$ cat src/rtl/core/ahx_pkg.sv
// ----------------------------------------------------------------------------
// ahx_pkg
// Shared types, constants and helper functions of the ascii hex register slave
// ----------------------------------------------------------------------------
package ahx_pkg;

  // sizes
  localparam int RegCount      = 64;
  localparam int RegAw         = 6;
  localparam int MaxFrameBytes = 64;
  localparam int FrameAw       = 6;
  localparam int MaxReadRegs   = 8;
  localparam int MinFrame      = 9;

  // crc
  localparam logic [15:0] CrcInit = 16'hFFFF;
  localparam logic [15:0] CrcPoly = 16'hA001;

  // framing characters
  localparam logic [7:0] ChStart = 8'h24;
  localparam logic [7:0] ChEnd   = 8'h21;

  // frame types
  localparam logic [7:0] FrameRequest  = 8'd1;
  localparam logic [7:0] FrameResponse = 8'd2;

  // function codes
  localparam logic [7:0] FnRead       = 8'd1;
  localparam logic [7:0] FnWrite      = 8'd2;
  localparam logic [7:0] FnReadMulti  = 8'd3;
  localparam logic [7:0] FnWriteMulti = 8'd4;

  // input operations
  localparam logic [1:0] OpChar    = 2'd0;
  localparam logic [1:0] OpHostWr  = 2'd1;
  localparam logic [1:0] OpHostRd  = 2'd2;

  // result kinds
  localparam logic KindChar = 1'b0;
  localparam logic KindRead = 1'b1;

  typedef enum logic [4:0] {
    ST_IDLE,
    ST_H_WT,
    ST_H_OUT,
    ST_C_CHK,
    ST_C_WT,
    ST_C_USE,
    ST_C_CRCW,
    ST_C_EVAL,
    ST_W_ONE,
    ST_WM_H,
    ST_WM_HW,
    ST_WM_HU,
    ST_WM_LW,
    ST_WM_LU,
    ST_T_DOL,
    ST_T_FETCH,
    ST_T_FWT,
    ST_T_BYTE,
    ST_T_HI,
    ST_T_LO,
    ST_T_NX,
    ST_T_END
  } seq_state_t;

  // control towards the crc unit
  typedef struct packed {
    logic       clr;
    logic       load;
    logic [7:0] data;
  } crc_ctl_t;

  // one result towards the output register
  typedef struct packed {
    logic        valid;
    logic        kind;
    logic [7:0]  ch;
    logic        last;
    logic [15:0] word;
  } emit_t;

  // ascii character to nibble value, other characters keep their raw value
  function automatic logic [7:0] nib_val(input logic [7:0] c);
    logic [7:0] r;
    r = c;
    if (c >= 8'h30 && c <= 8'h39) r = c - 8'h30;
    else if (c >= 8'h41 && c <= 8'h46) r = c - 8'h37;
    return r;
  endfunction

  // nibble to uppercase hex character
  function automatic logic [7:0] hex_char(input logic [3:0] v);
    logic [7:0] r;
    r = (v <= 4'd9) ? ({4'd0, v} + 8'h30) : ({4'd0, v} + 8'h37);
    return r;
  endfunction

endpackage

$ cat src/rtl/core/ahx_crc.sv
// ----------------------------------------------------------------------------
// ahx_crc
// Bit-serial crc16 unit, reflected poly, one shift per cycle, eight per byte
// ----------------------------------------------------------------------------
module ahx_crc (
  input  logic              clk,
  input  logic              rst,
  input  ahx_pkg::crc_ctl_t ctl,
  output logic              busy,
  output logic [15:0]       crc
);

  logic [3:0] cnt;

  assign busy = (cnt != 4'd0);

  // shift register and bit counter
  always_ff @(posedge clk) begin
    if (rst) begin
      cnt <= 4'd0;
      crc <= ahx_pkg::CrcInit;
    end else if (ctl.clr) begin
      cnt <= 4'd0;
      crc <= ahx_pkg::CrcInit;
    end else if (ctl.load) begin
      cnt <= 4'd8;
      crc <= crc ^ {8'd0, ctl.data};
    end else if (busy) begin
      cnt <= cnt - 4'd1;
      crc <= crc[0] ? ((crc >> 1) ^ ahx_pkg::CrcPoly) : (crc >> 1);
    end
  end

endmodule

$ cat src/rtl/core/ahx_seq.sv
// ----------------------------------------------------------------------------
// ahx_seq
// Frame decoder, request handler, host access handler and response sequencer around the crc unit
// ----------------------------------------------------------------------------
module ahx_seq (
  input  logic               clk,
  input  logic               rst,
  input  logic               cfg_we,
  input  logic [15:0]        cfg_wdata,
  input  logic               in_valid,
  output logic               in_ready,
  input  logic [1:0]         in_op,
  input  logic [7:0]         in_char,
  input  logic [5:0]         in_idx,
  input  logic [15:0]        in_data,
  input  logic               slot_free,
  output ahx_pkg::emit_t     emit
);

  ahx_pkg::seq_state_t state, state_next;

  logic        in_frame, in_frame_next;
  logic        nib_pend, nib_pend_next;
  logic [7:0]  high_nib, high_nib_next;
  logic [6:0]  bc, bc_next;
  logic        ovf, ovf_next;
  logic [15:0] la;
  logic [9:0]  fidx, fidx_next;
  logic [7:0]  fdata;
  logic        fvld;
  logic [5:0]  raddr, raddr_next;
  logic        rin, rin_next;
  logic [15:0] rdata;
  logic        rvld;
  logic [7:0]  cap [12];
  logic [7:0]  cap_next [12];
  logic [7:0]  chk_hi, chk_hi_next, chk_lo, chk_lo_next;
  logic [7:0]  cnt, cnt_next;
  logic        status, status_next;
  logic [4:0]  j, j_next;
  logic [4:0]  rlen, rlen_next;
  logic [7:0]  cur, cur_next;
  logic [7:0]  tmp_hi, tmp_hi_next;

  // memories
  localparam int MemFrameDepth = ahx_pkg::MaxFrameBytes;
  logic [7:0]  frame_mem [MemFrameDepth];
  logic [15:0] reg_mem   [ahx_pkg::RegCount];
  logic [ahx_pkg::RegCount-1:0] reg_valid;

  logic                    fm_we;
  logic [ahx_pkg::FrameAw-1:0] fm_wa;
  logic [7:0]              fm_wd;
  logic                    rm_we;
  logic [ahx_pkg::RegAw-1:0] rm_wa;
  logic [15:0]             rm_wd;

  // crc unit
  ahx_pkg::crc_ctl_t crc_ctl;
  logic              crc_busy;
  logic [15:0]       crc;

  ahx_crc u_crc (
    .clk  (clk),
    .rst  (rst),
    .ctl  (crc_ctl),
    .busy (crc_busy),
    .crc  (crc)
  );

  // derived values
  logic [7:0]  fbyte;
  logic [15:0] req_addr;
  logic [7:0]  fn, num;
  logic [15:0] reg_word;
  logic [16:0] wsum;
  logic [3:0]  widx;
  logic [4:0]  jm;
  logic [7:0]  tx_byte;
  logic [16:0] wm_addr;

  assign fbyte    = fvld ? fdata : 8'd0;
  assign req_addr = {cap[8], cap[9]};
  assign fn       = cap[7];
  assign num      = cap[10];
  assign reg_word = rin ? (rvld ? rdata : 16'd0) : 16'hFFFF;
  assign jm       = j - 5'd11;
  assign widx     = (fn == ahx_pkg::FnReadMulti) ? jm[4:1] : 4'd0;
  assign wsum     = {1'b0, req_addr} + {13'd0, widx};
  assign wm_addr  = {1'b0, req_addr} + {9'd0, cnt};

  // response byte at position j
  always_comb begin
    tx_byte = 8'd0;
    if (j == rlen) begin
      tx_byte = crc[15:8];
    end else if (j == rlen + 5'd1) begin
      tx_byte = crc[7:0];
    end else begin
      case (j)
        5'd0: tx_byte = cap[0];
        5'd1: tx_byte = cap[1];
        5'd2: tx_byte = la[15:8];
        5'd3: tx_byte = la[7:0];
        5'd4: tx_byte = ahx_pkg::FrameResponse;
        5'd5: tx_byte = cap[5];
        5'd6: tx_byte = cap[6];
        5'd7: tx_byte = cap[7];
        5'd8: tx_byte = (fn == ahx_pkg::FnWrite || fn == ahx_pkg::FnWriteMulti) ?
                        {7'd0, status} : cap[8];
        5'd9: tx_byte = cap[9];
        5'd10: tx_byte = (fn == ahx_pkg::FnRead) ? reg_word[15:8] : cap[10];
        default: begin
          if (fn == ahx_pkg::FnRead) tx_byte = reg_word[7:0];
          else tx_byte = jm[0] ? reg_word[7:0] : reg_word[15:8];
        end
      endcase
    end
  end

  assign in_ready = (state == ahx_pkg::ST_IDLE);

  // configuration register
  always_ff @(posedge clk) begin
    if (rst) la <= 16'd0;
    else if (cfg_we) la <= cfg_wdata;
  end

  // frame byte store
  always_ff @(posedge clk) begin
    if (fm_we) frame_mem[fm_wa] <= fm_wd;
    fdata <= frame_mem[fidx[ahx_pkg::FrameAw-1:0]];
    fvld  <= (fidx < {3'd0, bc});
  end

  // register file, valid bits stand for the reset value
  always_ff @(posedge clk) begin
    if (rm_we) reg_mem[rm_wa] <= rm_wd;
    rdata <= reg_mem[raddr];
  end

  always_ff @(posedge clk) begin
    if (rst) begin
      reg_valid <= '0;
      rvld      <= 1'b0;
    end else begin
      if (rm_we) reg_valid[rm_wa] <= 1'b1;
      rvld <= reg_valid[raddr];
    end
  end

  // state and working registers
  always_ff @(posedge clk) begin
    if (rst) begin
      state    <= ahx_pkg::ST_IDLE;
      in_frame <= 1'b0;
      nib_pend <= 1'b0;
      high_nib <= 8'd0;
      bc       <= 7'd0;
      ovf      <= 1'b0;
    end else begin
      state    <= state_next;
      in_frame <= in_frame_next;
      nib_pend <= nib_pend_next;
      high_nib <= high_nib_next;
      bc       <= bc_next;
      ovf      <= ovf_next;
    end
    fidx   <= fidx_next;
    raddr  <= raddr_next;
    rin    <= rin_next;
    cap    <= cap_next;
    chk_hi <= chk_hi_next;
    chk_lo <= chk_lo_next;
    cnt    <= cnt_next;
    status <= status_next;
    j      <= j_next;
    rlen   <= rlen_next;
    cur    <= cur_next;
    tmp_hi <= tmp_hi_next;
  end

  // sequencer
  always_comb begin
    state_next    = state;
    in_frame_next = in_frame;
    nib_pend_next = nib_pend;
    high_nib_next = high_nib;
    bc_next       = bc;
    ovf_next      = ovf;
    fidx_next     = fidx;
    raddr_next    = raddr;
    rin_next      = rin;
    cap_next      = cap;
    chk_hi_next   = chk_hi;
    chk_lo_next   = chk_lo;
    cnt_next      = cnt;
    status_next   = status;
    j_next        = j;
    rlen_next     = rlen;
    cur_next      = cur;
    tmp_hi_next   = tmp_hi;
    fm_we         = 1'b0;
    fm_wa         = bc[ahx_pkg::FrameAw-1:0];
    fm_wd         = {high_nib[3:0], 4'd0} + ahx_pkg::nib_val(in_char);
    rm_we         = 1'b0;
    rm_wa         = in_idx;
    rm_wd         = in_data;
    crc_ctl       = '0;
    emit          = '0;

    case (state)
      ahx_pkg::ST_IDLE: begin
        if (in_valid) begin
          case (in_op)
            ahx_pkg::OpHostWr: begin
              rm_we = 1'b1;
            end
            ahx_pkg::OpHostRd: begin
              raddr_next = in_idx;
              rin_next   = 1'b1;
              state_next = ahx_pkg::ST_H_WT;
            end
            ahx_pkg::OpChar: begin
              if (in_char == ahx_pkg::ChStart) begin
                in_frame_next = 1'b1;
                nib_pend_next = 1'b0;
                high_nib_next = 8'd0;
                bc_next       = 7'd0;
                ovf_next      = 1'b0;
              end else if (in_frame) begin
                if (in_char == ahx_pkg::ChEnd) begin
                  in_frame_next = 1'b0;
                  nib_pend_next = 1'b0;
                  state_next    = ahx_pkg::ST_C_CHK;
                end else if (!nib_pend) begin
                  high_nib_next = ahx_pkg::nib_val(in_char);
                  nib_pend_next = 1'b1;
                end else begin
                  nib_pend_next = 1'b0;
                  if (bc < 7'(ahx_pkg::MaxFrameBytes)) begin
                    fm_we   = 1'b1;
                    bc_next = bc + 7'd1;
                  end else begin
                    ovf_next = 1'b1;
                  end
                end
              end
            end
            default: ;
          endcase
        end
      end

      // host read
      ahx_pkg::ST_H_WT: state_next = ahx_pkg::ST_H_OUT;
      ahx_pkg::ST_H_OUT: begin
        if (slot_free) begin
          emit.valid = 1'b1;
          emit.kind  = ahx_pkg::KindRead;
          emit.last  = 1'b1;
          emit.word  = reg_word;
          state_next = ahx_pkg::ST_IDLE;
        end
      end

      // frame check: crc pass over the stored bytes
      ahx_pkg::ST_C_CHK: begin
        if (ovf || bc < 7'(ahx_pkg::MinFrame)) begin
          state_next = ahx_pkg::ST_IDLE;
        end else begin
          for (int k = 0; k < 12; k++) cap_next[k] = 8'd0;
          crc_ctl.clr = 1'b1;
          fidx_next   = 10'd0;
          state_next  = ahx_pkg::ST_C_WT;
        end
      end
      ahx_pkg::ST_C_WT: state_next = ahx_pkg::ST_C_USE;
      ahx_pkg::ST_C_USE: begin
        if (fidx < 10'd12) cap_next[fidx[3:0]] = fbyte;
        if (fidx + 10'd2 < {3'd0, bc}) begin
          crc_ctl.load = 1'b1;
          crc_ctl.data = fbyte;
        end else if (fidx + 10'd2 == {3'd0, bc}) begin
          chk_hi_next = fbyte;
        end else begin
          chk_lo_next = fbyte;
        end
        state_next = ahx_pkg::ST_C_CRCW;
      end
      ahx_pkg::ST_C_CRCW: begin
        if (!crc_busy) begin
          if (fidx + 10'd1 == {3'd0, bc}) begin
            state_next = ahx_pkg::ST_C_EVAL;
          end else begin
            fidx_next  = fidx + 10'd1;
            state_next = ahx_pkg::ST_C_WT;
          end
        end
      end

      // accept or drop, then dispatch on function code
      ahx_pkg::ST_C_EVAL: begin
        state_next = ahx_pkg::ST_IDLE;
        if ({cap[5], cap[6]} == la && {chk_hi, chk_lo} == crc &&
            cap[4] == ahx_pkg::FrameRequest) begin
          case (fn)
            ahx_pkg::FnRead: begin
              rlen_next  = 5'd12;
              state_next = ahx_pkg::ST_T_DOL;
            end
            ahx_pkg::FnWrite: begin
              rlen_next  = 5'd9;
              state_next = ahx_pkg::ST_W_ONE;
            end
            ahx_pkg::FnReadMulti: begin
              rlen_next = 5'd11 + {num[3:0], 1'b0};
              if (num <= 8'(ahx_pkg::MaxReadRegs)) state_next = ahx_pkg::ST_T_DOL;
            end
            ahx_pkg::FnWriteMulti: begin
              rlen_next   = 5'd9;
              status_next = 1'b1;
              cnt_next    = 8'd0;
              state_next  = (num == 8'd0) ? ahx_pkg::ST_T_DOL : ahx_pkg::ST_WM_H;
            end
            default: ;
          endcase
        end
      end

      // single write
      ahx_pkg::ST_W_ONE: begin
        rm_wa = req_addr[ahx_pkg::RegAw-1:0];
        rm_wd = {cap[10], cap[11]};
        if (req_addr < 16'(ahx_pkg::RegCount)) begin
          rm_we       = 1'b1;
          status_next = 1'b1;
        end else begin
          status_next = 1'b0;
        end
        state_next = ahx_pkg::ST_T_DOL;
      end

      // write multiple, one word per pass
      ahx_pkg::ST_WM_H: begin
        fidx_next  = 10'd11 + {1'b0, cnt, 1'b0};
        state_next = ahx_pkg::ST_WM_HW;
      end
      ahx_pkg::ST_WM_HW: state_next = ahx_pkg::ST_WM_HU;
      ahx_pkg::ST_WM_HU: begin
        tmp_hi_next = fbyte;
        fidx_next   = fidx + 10'd1;
        state_next  = ahx_pkg::ST_WM_LW;
      end
      ahx_pkg::ST_WM_LW: state_next = ahx_pkg::ST_WM_LU;
      ahx_pkg::ST_WM_LU: begin
        rm_wa = wm_addr[ahx_pkg::RegAw-1:0];
        rm_wd = {tmp_hi, fbyte};
        if (wm_addr < 17'(ahx_pkg::RegCount)) begin
          rm_we       = 1'b1;
          status_next = 1'b1;
        end else begin
          status_next = 1'b0;
        end
        cnt_next = cnt + 8'd1;
        if ({1'b0, cnt} + 9'd1 == {1'b0, num}) state_next = ahx_pkg::ST_T_DOL;
        else state_next = ahx_pkg::ST_WM_H;
      end

      // response transmit
      ahx_pkg::ST_T_DOL: begin
        if (slot_free) begin
          emit.valid  = 1'b1;
          emit.kind   = ahx_pkg::KindChar;
          emit.ch     = ahx_pkg::ChStart;
          crc_ctl.clr = 1'b1;
          j_next      = 5'd0;
          state_next  = ahx_pkg::ST_T_FETCH;
        end
      end
      ahx_pkg::ST_T_FETCH: begin
        raddr_next = wsum[ahx_pkg::RegAw-1:0];
        rin_next   = (wsum < 17'(ahx_pkg::RegCount));
        state_next = ahx_pkg::ST_T_FWT;
      end
      ahx_pkg::ST_T_FWT: state_next = ahx_pkg::ST_T_BYTE;
      ahx_pkg::ST_T_BYTE: begin
        cur_next = tx_byte;
        if (j < rlen) begin
          crc_ctl.load = 1'b1;
          crc_ctl.data = tx_byte;
        end
        state_next = ahx_pkg::ST_T_HI;
      end
      ahx_pkg::ST_T_HI: begin
        if (slot_free) begin
          emit.valid = 1'b1;
          emit.ch    = ahx_pkg::hex_char(cur[7:4]);
          state_next = ahx_pkg::ST_T_LO;
        end
      end
      ahx_pkg::ST_T_LO: begin
        if (slot_free) begin
          emit.valid = 1'b1;
          emit.ch    = ahx_pkg::hex_char(cur[3:0]);
          state_next = ahx_pkg::ST_T_NX;
        end
      end
      ahx_pkg::ST_T_NX: begin
        if (!crc_busy) begin
          j_next     = j + 5'd1;
          state_next = (j == rlen + 5'd1) ? ahx_pkg::ST_T_END : ahx_pkg::ST_T_FETCH;
        end
      end
      ahx_pkg::ST_T_END: begin
        if (slot_free) begin
          emit.valid = 1'b1;
          emit.ch    = ahx_pkg::ChEnd;
          emit.last  = 1'b1;
          state_next = ahx_pkg::ST_IDLE;
        end
      end
      default: state_next = ahx_pkg::ST_IDLE;
    endcase
  end

`ifndef ASSERT_OFF
  // a result is only produced when the output register can take it
  a_emit_slot: assert property (@(posedge clk) disable iff (rst)
    emit.valid |-> slot_free) else $error("result produced into a full slot");

  // byte count never passes the frame store depth
  a_bc_range: assert property (@(posedge clk) disable iff (rst)
    bc <= 7'(ahx_pkg::MaxFrameBytes)) else $error("byte count out of range");

  // the crc unit is never loaded while still shifting
  a_crc_load: assert property (@(posedge clk) disable iff (rst)
    crc_ctl.load |-> !crc_busy) else $error("crc loaded while busy");

  // a host read answers in its own single result
  a_hread: assert property (@(posedge clk) disable iff (rst)
    (state == ahx_pkg::ST_H_OUT && emit.valid) |-> (emit.kind == ahx_pkg::KindRead && emit.last))
    else $error("host read result malformed");
`endif

endmodule

$ cat src/rtl/core/ascii_hex_register_slave_top.sv
// ----------------------------------------------------------------------------
// ascii_hex_register_slave_top
// ASCII hex framed register slave with crc16 check and response generation
// ----------------------------------------------------------------------------
// Usage:
// s_axis carries one transaction per received character or host access;
// tuser selects the operation (character, host register write, host read).
// m_axis returns response characters ('$', uppercase hex, '!' with tlast)
// or a single host read word (tuser high, tlast high).
// cfg_we / cfg_wdata load the local bus address at any edge.
// Timing: a character or host write is taken in the idle state; a host read
// passes through the read wait and output states. A closing '!' walks the
// frame store once through the bit-serial crc unit, then sends each response
// byte as two hex characters, each byte paced by the crc step and the
// registered register read.
// s_axis_tready is low while a frame or host read is being handled.
// Reset clears the frame state, the local address and all registers to zero.
// When the receiver stalls, the held result stays on m_axis and the
// sequencer waits.
// ----------------------------------------------------------------------------
module ascii_hex_register_slave_top (
  input  logic        clk,
  input  logic        rst,
  input  logic        cfg_we,
  input  logic [15:0] cfg_wdata,
  input  logic        s_axis_tvalid,
  output logic        s_axis_tready,
  input  logic [31:0] s_axis_tdata,   // rx_char[7:0], reg_index[13:8], reg_data[29:14]
  input  logic [1:0]  s_axis_tuser,   // operation[1:0]
  output logic        m_axis_tvalid,
  input  logic        m_axis_tready,
  output logic [23:0] m_axis_tdata,   // tx_char[7:0], read_data[23:8]
  output logic        m_axis_tuser,   // kind[0]
  output logic        m_axis_tlast
);

  ahx_pkg::emit_t emit;
  logic           slot_free;

  assign slot_free = !m_axis_tvalid || m_axis_tready;

  ahx_seq u_seq (
    .clk       (clk),
    .rst       (rst),
    .cfg_we    (cfg_we),
    .cfg_wdata (cfg_wdata),
    .in_valid  (s_axis_tvalid),
    .in_ready  (s_axis_tready),
    .in_op     (s_axis_tuser),
    .in_char   (s_axis_tdata[7:0]),
    .in_idx    (s_axis_tdata[13:8]),
    .in_data   (s_axis_tdata[29:14]),
    .slot_free (slot_free),
    .emit      (emit)
  );

  // output register
  always_ff @(posedge clk) begin
    if (rst) begin
      m_axis_tvalid <= 1'b0;
    end else if (emit.valid) begin
      m_axis_tvalid <= 1'b1;
    end else if (m_axis_tready) begin
      m_axis_tvalid <= 1'b0;
    end
    if (emit.valid) begin
      m_axis_tdata <= {emit.word, emit.ch};
      m_axis_tuser <= emit.kind;
      m_axis_tlast <= emit.last;
    end
  end

endmodule

$ cat config.mk
export PLATFORM = sky130hd
export DESIGN_NAME = ascii_hex_register_slave_top
export DESIGN_NICKNAME = d
export VERILOG_FILES = /design/src/rtl/core/ahx_pkg.sv /design/src/rtl/core/ahx_crc.sv /design/src/rtl/core/ahx_seq.sv /design/src/rtl/core/ascii_hex_register_slave_top.sv
export SDC_FILE = /design/constraint.sdc
export NUM_CORES = 2
export LEC_CHECK = 0
export BUFFER_PORTS_ARGS = -buffer_cell sky130_fd_sc_hd__buf_4
export CELL_PAD_IN_SITES_DETAIL_PLACEMENT = 0
export CELL_PAD_IN_SITES_GLOBAL_PLACEMENT = 1
export CORE_ASPECT_RATIO = 0.8
export CORE_MARGIN = 5
export CORE_UTILIZATION = 50
export CTS_BUF_LIST = sky130_fd_sc_hd__clkbuf_8 sky130_fd_sc_hd__clkbuf_16
export DETAILED_ROUTE_END_ITERATION = 10
export PLACE_DENSITY = 0.81
export SYNTH_ARGS = -nofsm -noshare
export SYNTH_HDL_FRONTEND = slang
export SYNTH_HIERARCHICAL = 1
export SYNTH_SLANG_ARGS = --single-unit
export TNS_END_PERCENT = 1
$ cat constraint.sdc
create_clock -name clk -period 5.6 [get_ports clk]
set_input_delay 1.12 -clock clk [delete_from_list [all_inputs] [get_ports clk]]
set_output_delay 1.12 -clock clk [all_outputs]
set_load 0.02 [all_outputs]
==> metrics <==
max_cap viols=0; Rel. slew slack=8.315%; Post-Synthesis Mean Instance Area=17.70 µm²; RSZ-0062 raised after global routing=false; buffer and inverter count on the worst path=2; Die Wd=between 400 and 500 µm; final worst slack=865.9 ps; Simple-Gate Fraction of Synth Area=about 5.7%; Initial Util=50.22%; drt total wl=196400 µm; Clock transition at path regs=60 ps; Avg WL per Cell=29.33 µm; Critical Path RT=6080 ps; vias in the first global route=41580; min cycle time layout=around 4700 ps; Overflow after GRT=0; slew at the pin with the worst max-slew slack=1375 ps; Rows=about 130; CP Max Fanout=24; CTS tree=done; DRC Markers=0; via-per-instance ratio=6.370; CP max stage cell=and2_1; TritonCTS Buffers=around 180; top cell family by delay on the critical path=simple AND/OR/NAND/NOR gates; post-CTS resize count=0; nets@finish=roughly 4600; layout cell share with drive strength beyond 1=between 20% and 30%; HP Class=flop to flop; multiplexer share of the synthesized area=15.69%; post-CTS setup repair buffer count=0; clk sinks=1856; outcome=complete, no violations; asr flop ratio synth=0%; Layout area overhead=11.99%; Final GP Congestion=0.8958; Setup TNS=0 ps; Synth cell types=approximately 100; CP endpoint kind=flop; worst slack at placement=between 600 and 700 ps; clk_lat worst skew=820 ps; WHS Path Cells=1; Post-Syn Area=about 78000 µm²; critical path type=flop to flop; startpoint class of the critical path=flop; Syn. warnings=6; Root Buffer=clkbuf_16; post-synthesis adder-cell area fraction=roughly 1.1%; Synth Instances=between 4000 and 5000; post-DP HPWL=122100 µm; first-pass GRT wire length=287200 µm; depth of the CTS H-tree=4; antenna cells=0; total I/O pin count=83; skew final=37.92 ps; Post-synth EDFFs=between 1500 and 2000; flops & latches, synth=1856; most frequent cells in the layout=edfxtp_1 (1710), mux4_2 (524), nor2_1 (370), buf_4 (215), nand2_1 (207); WP data arrival=5210 ps; top_reg_cell synth=edfxtp_1; Final Hold Fails=0; CP peak stage delay=between 1000 and 1500 ps; Slew Limit Fails=0; VDD IR-drop max=0.2473 mV; Total GRT Usage=23.92%; Post-Route Utilization=56.24%; static leakage=approximately 28 nW; Compound-Gate Fraction of Synth Area=4.438%; Final ANT Viol Nets=0; worst-path cell chain=nor3b_2, and2_1, a22oi_1, o21ai_1, buf_4, nand3_1, nor3_2, buf_4; sequential area share after synthesis=69.96%; core area=154500 µm²; commonest non-fill, non-tap cell in the layout=edfxtp_1; Synthesized Nets=4502; main combinational cell family by area after synthesis=multiplexers; worst r2r path cells=8; drt first pass iters=6; total die area=163200 µm²; Final setup viols=0; hold_buf cts=0; Final period util=~85%; Max Freq=~210 MHz; Worst path depth=8; initial antenna violation count=9; clock buffer depth=3; Initial DRC Count=6343; largest net degree at the start of global routing=159; port bufs=80; Top cell by count, worst path=buf_4; power density cells=~330 nW/µm²; Post-Synth XOR/XNOR Area=1.256%; die outline height=362.3 µm; DR vias=between 40000 and 50000
==> cells in the mapped netlist, types with 9 or more instances <==
library cell  instances  share of area [%]
nand3_1              69               0.45
o21ai_0              63               0.41
a22oi_1              26               0.25
xor2_1               46               0.52
a21o_1               16               0.15
mux4_2              524                 15
xnor2_1              60               0.68
nor4_1               15               0.12
buf_2                72               0.46
buf_4                 9              0.087
o31ai_1              13               0.13
dfxtp_1             146                3.8
nor3_2               13               0.17
o22ai_1              46               0.37
inv_1                92               0.45
and3_1               20               0.16
nor2_1              370                1.8
a221o_1              15               0.19
or3_1                13               0.10
ha_1                 62                1.0
a31oi_1              14               0.11
and2_1                9              0.073
clkbuf_1            141               0.68
buf_1                34               0.16
nand4_1              24               0.19
a21oi_1             148               0.95
o211ai_1             10              0.097
edfxtp_1           1710                 66
o2bb2ai_1            32               0.36
nand2_1             216                1.0
nor3_1               91               0.59
a211oi_1             15               0.15
mux2i_1              29               0.37
nor2b_1              21               0.17
nand2b_1             26               0.21
==> cell families after synthesis <==
group                    count (synthesis)
other                                    1
adder cells (fa/ha/maj)                 66
XOR/XNOR                               108
AND/OR/NAND/NOR                        937
buffers and inverters                  355
flip-flops                            1856
multiplexers                           560
AO/OA/AOI/OAI                          499
==> routing by layer <==
| layer | track usage, % | part of all wire, % | vias up |
|---|---|---|---|
| met3 | 5.885 | 12 | 307 |
| met2 | 35.08 | 45 | 2336 |
| met5 | 0 | 0.023 | - |
| li1 | - | - | 17890 |
| met1 | 36.15 | 41 | 22130 |
| met4 | 6.638 | 2.5 | 6 |
==> power breakdown <==
part | internal, mW | switching [mW] | total (mW)
clock network | 6.39 | 5.24 | 11.6
registers | 15.2 | 0.119 | 15.4
logic | 0.615 | 1.09 | 1.70
total | 22.3 | 6.45 | 28.7
==> through the flow <==
| stage | power, mW | std cells | hold slack [ps] | cell area, µm² |
|---|---|---|---|---|
| 4_1_cts | 28.88 | 6697 | 462.3 | 86860 |
| 6_report | 28.70 | 6698 | 464.6 | 86880 |
| 3_3_place_gp | 17.31 | 6376 | 439.1 | 81220 |
| 2_1_floorplan | 16.69 | 4382 | 427.1 | 77580 |
| 3_5_place_dp | 17.35 | 6376 | 444.4 | 81220 |
| 5_1_grt | 29.61 | 6698 | 474.8 | 86880 |
==> final timing paths <==
path / slack (ps) / to / startpoint
worst max-delay path: 870 / u_seq/reg_mem[62][0]$_DFFE_PP_ / u_seq/state[3]$_SDFFE_PP0P_
worst min-delay path: 460 / u_seq/reg_valid[15]$_SDFFE_PP0P_ / u_seq/reg_valid[15]$_SDFFE_PP0P_
worst max register to register: 870 / u_seq/reg_mem[62][0]$_DFFE_PP_ / u_seq/state[3]$_SDFFE_PP0P_
worst min register to register: 460 / u_seq/reg_valid[15]$_SDFFE_PP0P_ / u_seq/reg_valid[15]$_SDFFE_PP0P_
==> sequential cells by signal, indices dropped and copies added (netlist names), 5 cells and up <==
signal           cells
m_axis_tdata        24
u_seq/bc             7
u_seq/cap           64
u_seq/chk_hi         8
u_seq/chk_lo         8
u_seq/cnt            8
u_seq/cur            8
u_seq/fdata          8
u_seq/fidx          10
u_seq/fn             8
u_seq/frame_mem    512
u_seq/j              5
u_seq/la            16
u_seq/num            8
u_seq/raddr          6
u_seq/rdata         16
u_seq/reg_mem     1024
u_seq/reg_valid     64
u_seq/rlen           5
u_seq/state          5
u_seq/tmp_hi         8
u_seq/u_crc/crc     16
==> cell type report <==
class | instances | area, µm²
fill | 11460 | 67590
sequential | 1856 | 54270
multi-input combinational | 2171 | 22280
clock buffer | 181 | 4473
tap | 2030 | 2540
timing repair buffer | 224 | 1794
clock inverter | 140 | 1162
inverter | 96 | 360.3
(Power assumes the default switching activity.)
